$ cat config.mk
export PLATFORM = sky130hd
export DESIGN_NAME = positional_integer_list_core
export DESIGN_NICKNAME = d
export VERILOG_FILES = /design/src/pil_pkg.sv /design/src/positional_integer_list_core.sv
export SDC_FILE = /design/constraint.sdc
export NUM_CORES = 2
export LEC_CHECK = 0
export BUFFER_PORTS_ARGS = -buffer_cell sky130_fd_sc_hd__buf_2
export CELL_PAD_IN_SITES_DETAIL_PLACEMENT = 1
export CELL_PAD_IN_SITES_GLOBAL_PLACEMENT = 1
export CORE_MARGIN = 2
export CORE_UTILIZATION = 35
export CTS_CLUSTER_DIAMETER = 60
export DETAILED_ROUTE_END_ITERATION = 8
export PLACE_DENSITY = 0.6
export SLEW_MARGIN = 40
export SYNTH_ARGS = -nofsm -noshare
export SYNTH_HDL_FRONTEND = slang
export SYNTH_SLANG_ARGS = --single-unit
$ cat constraint.sdc
create_clock -name clk -period 14.64 [get_ports clk]
set_input_delay 1.464 -clock clk [delete_from_list [all_inputs] [get_ports clk]]
set_output_delay 1.464 -clock clk [all_outputs]
set_load 0.05 [all_outputs]
$ cat src/pil_pkg.sv
// -----------------------------------------------------------------------------
// pil_pkg
// Types and codes shared by the positional integer list core.
// -----------------------------------------------------------------------------
package pil_pkg;

	localparam int PIL_CAPACITY = 64;

	localparam logic [3:0] CMD_APPEND    = 4'd0;
	localparam logic [3:0] CMD_INSERT    = 4'd1;
	localparam logic [3:0] CMD_PUT       = 4'd2;
	localparam logic [3:0] CMD_REMOVE    = 4'd3;
	localparam logic [3:0] CMD_READ      = 4'd4;
	localparam logic [3:0] CMD_POP_FIRST = 4'd5;
	localparam logic [3:0] CMD_POP_LAST  = 4'd6;
	localparam logic [3:0] CMD_CLEAR     = 4'd7;
	localparam logic [3:0] CMD_RESIZE    = 4'd8;

	localparam logic [1:0] ST_OK    = 2'd0;
	localparam logic [1:0] ST_FULL  = 2'd1;
	localparam logic [1:0] ST_RANGE = 2'd2;

	typedef struct packed {
		logic        [3:0]  cmd;
		logic signed [31:0] value;
		logic        [5:0]  position;
		logic        [6:0]  new_length;
		logic signed [31:0] fill_value;
	} pil_req_t;

	typedef struct packed {
		logic signed [31:0] data_out;
		logic        [6:0]  count;
		logic        [1:0]  status;
	} pil_rsp_t;

endpackage

$ cat src/positional_integer_list_core.sv
// -----------------------------------------------------------------------------
// positional_integer_list_core
// Ordered list of up to CAPACITY signed words in a single-port memory, with
// append, insert, put, remove, read, pop, clear and resize commands.
// -----------------------------------------------------------------------------
// channel  signals                  transaction
// req      req_valid/req_ready/req  one command
// rsp      rsp_valid/rsp_ready/rsp  one result per command
//
// one command at a time; a sequencer drives one memory port, one access a cycle.
// read, pop last: read, capture, result; append, put in range, resize down: fill, result.
// insert in range: read/write per word moved up, then write; remove/pop first: read, capture,
// read/write per word moved down; put/insert past the end, resize up: a write per gap slot;
// errors, clear, unknown: result only; no clearing pass after reset; the result register
// lets a new command in while the previous result is still waiting to be taken.
// -----------------------------------------------------------------------------
module positional_integer_list_core
	import pil_pkg::*;
#(
	parameter int CAPACITY = PIL_CAPACITY
) (
	input  logic     clk,
	input  logic     arst_n,
	input  logic     req_valid,
	output logic     req_ready,
	input  pil_req_t req,
	output logic     rsp_valid,
	input  logic     rsp_ready,
	output pil_rsp_t rsp
);

	localparam int AW = $clog2(CAPACITY);
	localparam int LW = $clog2(CAPACITY + 1);
	localparam int XW = ((LW > 7) ? LW : 7) + 1;

	localparam logic [3:0] S_IDLE   = 4'd0;
	localparam logic [3:0] S_FILL   = 4'd1;
	localparam logic [3:0] S_SU_RD  = 4'd2;
	localparam logic [3:0] S_SU_WR  = 4'd3;
	localparam logic [3:0] S_TK_RD  = 4'd4;
	localparam logic [3:0] S_TK_CAP = 4'd5;
	localparam logic [3:0] S_SD_RD  = 4'd6;
	localparam logic [3:0] S_SD_WR  = 4'd7;
	localparam logic [3:0] S_RESP   = 4'd8;

	logic [3:0]         state_q;
	logic [LW-1:0]      len_q;
	logic [LW-1:0]      ptr_q;
	logic [LW-1:0]      fend_q;
	logic [LW-1:0]      newlen_q;
	logic [LW-1:0]      pos_q;
	logic               wlast_q;
	logic               take_q;
	logic signed [31:0] value_q;
	logic signed [31:0] fword_q;
	logic signed [31:0] data_q;
	logic [1:0]         status_q;
	logic               rsp_valid_q;
	pil_rsp_t           rsp_q;

	logic [31:0]        mem [CAPACITY];
	logic [31:0]        rdata_q;
	logic               mem_we;
	logic [AW-1:0]      mem_addr;
	logic [31:0]        mem_wdata;

	logic [XW-1:0]      pos_x;
	logic [XW-1:0]      len_x;
	logic [XW-1:0]      tgt_x;
	logic [XW-1:0]      cap_x;
	logic [LW-1:0]      ptr_p1;
	logic [LW-1:0]      ptr_m1;
	logic               fill_go;
	logic               accept;
	logic               rsp_free;

	assign pos_x   = XW'(req.position);
	assign len_x   = XW'(len_q);
	assign tgt_x   = XW'(req.new_length);
	assign cap_x   = XW'(CAPACITY);
	assign ptr_p1  = ptr_q + 1'b1;
	assign ptr_m1  = ptr_q - 1'b1;
	assign fill_go = ptr_q < fend_q;

	assign req_ready = (state_q == S_IDLE);
	assign accept    = req_valid && req_ready;
	assign rsp_free  = !rsp_valid_q || rsp_ready;
	assign rsp_valid = rsp_valid_q;
	assign rsp       = rsp_q;

	// memory port control
	always_comb begin
		mem_we    = 1'b0;
		mem_addr  = ptr_q[AW-1:0];
		mem_wdata = rdata_q;
		unique case (state_q)
			S_FILL: begin
				mem_we    = fill_go || wlast_q;
				mem_wdata = fill_go ? fword_q : value_q;
			end
			S_SU_RD: mem_addr = ptr_m1[AW-1:0];
			S_SU_WR: mem_we = 1'b1;
			S_SD_WR: begin
				mem_we   = 1'b1;
				mem_addr = ptr_m1[AW-1:0];
			end
			default: mem_we = 1'b0;
		endcase
	end

	always_ff @(posedge clk) begin
		if (mem_we) begin
			mem[mem_addr] <= mem_wdata;
		end
		rdata_q <= mem[mem_addr];
	end

	always_ff @(posedge clk or negedge arst_n) begin
		if (!arst_n) begin
			state_q     <= S_IDLE;
			len_q       <= '0;
			rsp_valid_q <= 1'b0;
		end else begin
			if (rsp_valid_q && rsp_ready) begin
				rsp_valid_q <= 1'b0;
			end
			unique case (state_q)
				S_IDLE: begin
					if (accept) begin
						data_q   <= '0;
						status_q <= ST_OK;
						value_q  <= req.value;
						fword_q  <= req.fill_value;
						pos_q    <= LW'(pos_x);
						wlast_q  <= 1'b1;
						state_q  <= S_RESP;
						unique case (req.cmd) inside
							CMD_APPEND: begin
								if (len_x >= cap_x) begin
									status_q <= ST_FULL;
								end else begin
									ptr_q    <= len_q;
									fend_q   <= len_q;
									newlen_q <= len_q + 1'b1;
									state_q  <= S_FILL;
								end
							end
							CMD_INSERT, CMD_PUT: begin
								if (pos_x < len_x) begin
									if (req.cmd == CMD_PUT) begin
										ptr_q    <= LW'(pos_x);
										fend_q   <= LW'(pos_x);
										newlen_q <= len_q;
										state_q  <= S_FILL;
									end else if (len_x >= cap_x) begin
										status_q <= ST_FULL;
									end else begin
										ptr_q    <= len_q;
										fend_q   <= LW'(pos_x);
										newlen_q <= len_q + 1'b1;
										state_q  <= S_SU_RD;
									end
								end else if (pos_x >= cap_x) begin
									status_q <= ST_FULL;
								end else begin
									// gap is zero for insert, fill word for put
									ptr_q    <= len_q;
									fend_q   <= LW'(pos_x);
									newlen_q <= LW'(pos_x + 1'b1);
									if (req.cmd == CMD_INSERT) begin
										fword_q <= '0;
									end
									state_q  <= S_FILL;
								end
							end
							CMD_REMOVE, CMD_READ: begin
								if (pos_x < len_x) begin
									ptr_q   <= LW'(pos_x);
									take_q  <= (req.cmd == CMD_REMOVE);
									state_q <= S_TK_RD;
								end else begin
									status_q <= ST_RANGE;
								end
							end
							CMD_POP_FIRST, CMD_POP_LAST: begin
								if (len_q != '0) begin
									ptr_q   <= (req.cmd == CMD_POP_FIRST) ? '0 : len_q - 1'b1;
									take_q  <= 1'b1;
									state_q <= S_TK_RD;
								end else begin
									status_q <= ST_RANGE;
								end
							end
							CMD_CLEAR: begin
								len_q <= '0;
							end
							CMD_RESIZE: begin
								if (tgt_x > cap_x) begin
									status_q <= ST_FULL;
								end else begin
									// shrinking skips straight to the length update
									ptr_q    <= len_q;
									fend_q   <= LW'(tgt_x);
									newlen_q <= LW'(tgt_x);
									wlast_q  <= 1'b0;
									state_q  <= S_FILL;
								end
							end
							default: begin
								state_q <= S_RESP;
							end
						endcase
					end
				end
				S_FILL: begin
					if (fill_go) begin
						ptr_q <= ptr_p1;
					end else begin
						len_q   <= newlen_q;
						state_q <= S_RESP;
					end
				end
				S_SU_RD: begin
					state_q <= S_SU_WR;
				end
				S_SU_WR: begin
					ptr_q   <= ptr_m1;
					// last move done when the hole reaches the insert position
					state_q <= (ptr_m1 == pos_q) ? S_FILL : S_SU_RD;
				end
				S_TK_RD: begin
					state_q <= S_TK_CAP;
				end
				S_TK_CAP: begin
					data_q <= rdata_q;
					if (take_q && (ptr_p1 < len_q)) begin
						ptr_q   <= ptr_p1;
						state_q <= S_SD_RD;
					end else begin
						if (take_q) begin
							len_q <= len_q - 1'b1;
						end
						state_q <= S_RESP;
					end
				end
				S_SD_RD: begin
					state_q <= S_SD_WR;
				end
				S_SD_WR: begin
					if (ptr_p1 < len_q) begin
						ptr_q   <= ptr_p1;
						state_q <= S_SD_RD;
					end else begin
						len_q   <= len_q - 1'b1;
						state_q <= S_RESP;
					end
				end
				S_RESP: begin
					if (rsp_free) begin
						rsp_q.data_out <= data_q;
						rsp_q.count    <= 7'(len_q);
						rsp_q.status   <= status_q;
						rsp_valid_q    <= 1'b1;
						state_q        <= S_IDLE;
					end
				end
				default: begin
					state_q <= S_IDLE;
				end
			endcase
		end
	end

	assert property (@(posedge clk) disable iff (!arst_n) len_q <= LW'(CAPACITY))
		else $error("list length above capacity");

	assert property (@(posedge clk) disable iff (!arst_n)
		(mem_we && (state_q == S_FILL)) |-> (ptr_q < LW'(CAPACITY)))
		else $error("memory write beyond capacity");

	assert property (@(posedge clk) disable iff (!arst_n)
		(req_valid && req_ready) |=> !req_ready)
		else $error("second command taken while busy");

	assert property (@(posedge clk) disable iff (!arst_n)
		(rsp_valid && (rsp.status != ST_OK)) |-> (rsp.data_out == 32'sd0))
		else $error("error result carries data");

endmodule
# Word level (Yosys, flattened, before mapping)
# Memories as Yosys holds them, arrays and structs flattened. A register that Yosys moved wholly into a read port is not among the register bits.
# Index checks and enable logic that the tools add are counted.
# Widths: inputs -> output; s select.
classes:
  eq_ne: 38
  muxes: 76
  n_bitwise: 0
  n_lt_le_gt_ge: 6
  div: 0
  shifts: 0
  n_reduce_logical: 28
  n_addsub: 5
  n_mul: 0
ops:
  columns: ["operator", "n"]
  rows:
  - ["$mux 32", 7]
  - ["$mux 7", 28]
  - ["$pmux 7 s5", 2]
  - ["$pmux 32 s2", 1]
  - ["$mux 4", 13]
  - ["$pmux 7 s3", 2]
  - ["$pmux 4 s9", 1]
  - ["$eq 4x3->1 const B", 8]
  - ["$pmux 7 s4", 1]
  - ["$ne 2x2->1 const B", 12]
  - ["$pmux 4 s5", 1]
  - ["$eq 4x2->1 const B", 4]
  - ["$add 7x1->7 const B", 2]
  - ["$lt 7x7->1", 2]
  - ["$sub 7x1->7 const B", 2]
  - ["$mux 1", 12]
  - ["$ne 3x3->1 const B", 4]
  - ["$reduce_and 3->1", 4]
  - ["$reduce_and 6->1", 2]
  - ["$reduce_and 11->1", 1]
  - ["$pmux 2 s5", 1]
  - ["$reduce_or 2->1", 5]
  - ["$eq 4x1->1 const B", 2]
  - ["$eq 4x4->1 const B", 2]
  - ["23 further kinds", 34]
totals:
  n_memories: 1
  in_bits: 85
  mem_bits_rw: 2048
  wordCells: 170
  regBits: 180
  latch_bits: 0
  mem_bits_ro: 0
mem_list:
  columns: ["memory", "words", "word_bits", "read_ports", "rd_clocked_by_memory_dff", "wr", "line_no", "source"]
  rows:
  - ["mem", 64, 32, 1, 1, 1, "positional_integer_list_core.sv:61", "logic [31:0] mem [CAPACITY];"]

# Depth between registers and ports, before layout
logic_depth:
  word_depth: 7
  mapped_depth: 15

# Worst setup path after synthesis
# OpenSTA, ideal clock, no wires.
synth_timing:
  kind: "register to register"
  startpoint: "reg ptr_q[0]"
  endpoint: "mem mem[0][10], data pin"
  setup_time_ps: 702
  path_slack_ps: 9292
  arrival_time_ps: 4647
  t_required_ps: 13938
  path_buffers: 3
  stages_incl_launch_ff: 11
  path_cell_list: "edfxtp_1 > buf_2 > buf_1 > nand2b_1 > a21o_1 > a21oi_1 > o21ai_0 > nand2_1 > buf_1 > mux2i_1 > o21ai_0"
synth_via:
  elab_chain_len: 3
synth_rtl:
  columns: ["element", "line_no", "source"]
  rows:
  - ["start: declaration", "positional_integer_list_core.sv:48", "logic [LW-1:0] ptr_q;"]
  - ["start signal: assignment", "positional_integer_list_core.sv:142", "ptr_q <= len_q;"]
  - ["start signal: assignment", "positional_integer_list_core.sv:151", "ptr_q <= LW'(pos_x);"]
  - ["start signal: assignment", "positional_integer_list_core.sv:158", "ptr_q <= len_q;"]
  - ["$lt 7x7->1", "positional_integer_list_core.sv:83", "assign fill_go = ptr_q < fend_q;"]
  - ["$mux 32", "positional_integer_list_core.sv:99", "mem_wdata = fill_go ? fword_q : value_q;"]
  - ["$mux 32", "positional_integer_list_core.sv:96", "unique case (state_q)"]
  - ["via mem_wdata[10]", "positional_integer_list_core.sv:65", "logic [31:0] mem_wdata;"]
  - ["end: declaration", "positional_integer_list_core.sv:61", null]
# The timed path passes the listed nets, and every way through them passes these cells.

# Worst setup path in the final report
layout_timing:
  startpoint: "reg ptr_q[0]"
  endpoint: "reg rdata_q[7] (read register of mem)"
layout_via:
  elab_chain_len: 2
layout_rtl:
  columns: ["element", "line_no", "source"]
  rows:
  - ["$sub 7x1->7", "positional_integer_list_core.sv:82", "assign ptr_m1 = ptr_q - 1'b1;"]
  - ["$mux 6 (*)", "positional_integer_list_core.sv:96", null]
  - ["end: declaration", "positional_integer_list_core.sv:62", "logic [31:0] rdata_q;"]
# Mark *: on every way between the ends. The rest lies on a longest branch, timed or not.
# A chain may end at the register's enable or synchronous reset.

==> impl_metrics.yaml <==
sta:
  hold_violations: 0
  slew_violations: 0
  setup_violations: 0
  clock_skew_ns: 0.04415
  holdWs_ns: 0.4200
  setup_tns_ns: 0
  worst_slew_pin_slew_ns: 0.9847
  fin_crit_sh_pct: 42.49
  timing.fmax_mhz: 160.8
  rsz0062_at_grt: "no"
  min_period_ns: 6.221
  relSlewSlack_pct: 34.35
yosys:
  ys_top_cells_by_count: "edfxtp_1 (2216), o21ai_0 (569), nand3_1 (504), a21oi_1 (496), a22o_1 (467)"
  synth_top_area_share_pct: 74.93
  synth_area_sq_um: 88810
  synth_seq_cells: 2260
  ys_warn_count: 0
  yosys-top-cells-area: "edfxtp_1 (75%), a22o_1 (4.6%), o21ai_0 (3.2%)"
  synth.distinct_cells: 79
  async_flop_share_pct: 0.5310
  synth.most_common_cell: "edfxtp_1"
  synth.yosys.seq_area_share_pct: 75.99
  syn_nets: 6011
  synth_edf_count: 2216
  synth_top_area_cell: "edfxtp_1"
  ys.flop_type: "edfxtp_1"
  avgSynthCellArea_sq_um: 15.04
  synthCells: 5904
clock_tree:
  cts-root-buf: "clkbuf_16"
  htreeDepth: 4
  cts_hold_buf: 0
  numClockSinks: 2260
  postCtsSetupBuffers: 0
  cts_made_buffers: 227
  clk_path_buf_depth: 3
  cts_tree: "done"
  path_clk_slew_ns: 0.07
  cts_resized: 0
  clk_latency_ns: 0.91
routing:
  drc: 0
  vias_per_cell: 6.176
  vias: 58990
  drt-pass1-iter-count: 7
  postRouteAntennaNets: 0
  drt_iter0_markers: 7894
  wl_per_cell_um: 34.04
  totalWireLength_mm: 325.1
floorplan:
  die-area_sq_um: 257800
  boundaryPins: 128
  coreArea_sq_um: 251900
  row_count: 184
  initial_utilization_pct: 35.26
  die_h_um: 507.7
  die_x_um: 507.7
worst_hold_path:
  min_path_cells: 0
  min_to: "rsp[14]$_DFFE_PP_"
  hold_start: "data_q[5]$_SDFFCE_PN0P_"
  hold_path.class: "reg -> reg"
grt:
  met3_usage_pct: 3.511
  grtUsageMet2_pct: 40.71
  grt_pass1_wl_mm: 460.8
  grt_overflow_total: 0
  grt_max_degree: 122
  met1_usage_pct: 34.10
  antenna_found_initial: 26
  gr-max-usage-layer: "met2"
  grt_pass1_vias: 59840
  track_usage_pct: 24.77
job:
  cap_violations: 0
worst_setup_path:
  cp_data_arrival_time_ns: 7.00
  r2r-end: "rdata_q[7]$_DFF_P_"
  cp-start-kind: "flip-flop"
  required_ns: 15.42
  cp_max_fo: 90
  r2r.worst_path.cells: 13
  reg2reg_from: "ptr_q[0]$_DFFE_PP_"
  critPathKind: "reg -> reg"
  endpoint_kind: "flip-flop"
  rrSetupSlack_ns: 8.42
pwr:
  power_switching_share_pct: 30.97
  clkPwrFrac_pct: 32.5
  ir_worst_vdd_mv: 0.1391
  leakage_uw: 0.03259
  p_sw_uw: 5517
  p_comb_share_pct: 19.5
  power.total_uw: 17810
  p_int_uw: 12300
  seq_power_share_pct: 48.0
  p_per_area_nw_per_um2: 174.4
placed_design:
  hpwlAfterDp_mm: 167.3
  io_buffers: 127
  dp.cells: 9115
  gp_congestion: 0.8137
finish:
  syn_to_final_growth_pct: 14.99
  instances_no_fill: 9551
  drive_gt1_share_pct: 13.52
  final_nets: 6107
  ff_latch_area_sq_um: 67480
  multiInputGateArea_sq_um: 20460
  num-fill-cells: 25160
status:
  status: "completed"
[metal layers]
| layer | share of wire (%) | wire length (um) |
|---|---|---|
| met5 | 0.014 | 44 |
| met1 | 41 | 134300 |
| met3 | 8.1 | 26470 |
| met2 | 48 | 155000 |
| met4 | 2.9 | 9316 |
[area by class of cell]
type                    count  area share [%]
diodes                      5         0.01225
inverters                  35          0.1286
clock buffers             291           5.948
clock inverters           136           1.219
flip-flops and latches   2260           66.08
well taps                3348           4.102
repair buffers            334           2.478
multi-input cells        3142           20.03
[sequential cells by signal, indices dropped and copies added, names as in the netlist, 7 cells and up]
signal	cells
value_q	32
len_q	7
mem	2048
rdata_q	32
rsp	41
fword_q	32
fend_q	7
data_q	32
ptr_q	7
newlen_q	7
[power by group through the flow]
stage,Clock (uW),Combinational (uW),Sequential (uW)
after global placement,0,3290,8670
final,5790,3480,8540
after detailed placement,0,3400,8670
after floorplan,0,1740,8720
after CTS,5860,3410,8530
after global routing,6100,3680,8540
[metrics by stage]
step / area, sq um / setup slack [ns] / util [%]
after detailed placement: 94670 / 8.088 / 37.59
after global routing: 102100 / 8.335 / 40.54
after global placement: 94400 / 8.010 / 37.48
after CTS: 102000 / 8.063 / 40.50
final: 102100 / 8.419 / 40.55
after floorplan: 88810 / 9.292 / -
[worst max path at each step]
| stage | start | to | slack [ns] | depth (start not counted) |
|---|---|---|---|---|
| floorplan | ptr_q[0]$_DFFE_PP_ | mem[0][10]$_DFFE_PP_ | 9.29 | 10 |
| global placement | ptr_q[0]$_DFFE_PP_ | rdata_q[7]$_DFF_P_ | 8.01 | 12 |
| detailed placement | ptr_q[0]$_DFFE_PP_ | rdata_q[7]$_DFF_P_ | 8.09 | 12 |
| CTS | ptr_q[0]$_DFFE_PP_ | rdata_q[7]$_DFF_P_ | 8.06 | 12 |
| global route | ptr_q[0]$_DFFE_PP_ | rdata_q[7]$_DFF_P_ | 8.33 | 13 |
| finish | ptr_q[0]$_DFFE_PP_ | rdata_q[7]$_DFF_P_ | 8.42 | 13 |
[worst max-delay path, cell delays in order, from the launching register on]
cell	delay, ns
edfxtp_1	0.61
buf_6	0.23
inv_1	0.24
ha_1	0.40
nand4_1	0.20
buf_4	0.24
buf_4	0.58
a211o_4	0.77
buf_12	0.57
buf_4	0.66
a21oi_1	0.14
nor4_2	0.49
o22ai_1	0.25
or4_1	0.52
[logic make-up after synthesis]
group | synth area share, %
AO/OA/AOI/OAI | 13.54
XOR/XNOR | 0.3226
adder cells (fa/ha/maj) | 0.3099
buffers and inverters | 2.278
flip-flops | 75.99
multiplexers | 0.7495
AND/OR/NAND/NOR | 6.808
[placed cells by master, fill, tap and decap left out, types with 14 or more instances in the layout]
| master | Yosys | routed |
|---|---|---|
| a22oi_1 | 40 | 38 |
| nor2_1 | 119 | 53 |
| o21ai_0 | 569 | 536 |
| or4_1 | 32 | 32 |
| a21oi_1 | 496 | 495 |
| o22ai_1 | 117 | 114 |
| nor4_1 | 238 | 230 |
| a22o_1 | 467 | 467 |
| clkbuf_16 | 0 | 230 |
| clkinv_2 | 0 | 47 |
| buf_12 | 0 | 14 |
| xnor2_1 | 21 | 21 |
| o211ai_1 | 15 | 15 |
| inv_1 | 32 | 31 |
| and3_1 | 19 | 19 |
| nand2_1 | 106 | 103 |
| mux2i_1 | 53 | 53 |
| nor2_4 | 1 | 65 |
| buf_4 | 6 | 154 |
| nor2b_1 | 42 | 41 |
| a21o_1 | 23 | 23 |
| clkinv_1 | 1 | 41 |
| edfxtp_1 | 2216 | 2216 |
| buf_6 | 3 | 37 |
| and2_1 | 36 | 36 |
| buf_2 | 75 | 127 |
| o21ai_4 | 0 | 34 |
| bufinv_16 | 0 | 15 |
| nand3_1 | 504 | 503 |
| ha_1 | 22 | 22 |
| clkbuf_1 | 329 | 52 |
| dfxtp_1 | 32 | 32 |
Note: power is estimated with default switching activity, not from simulation.
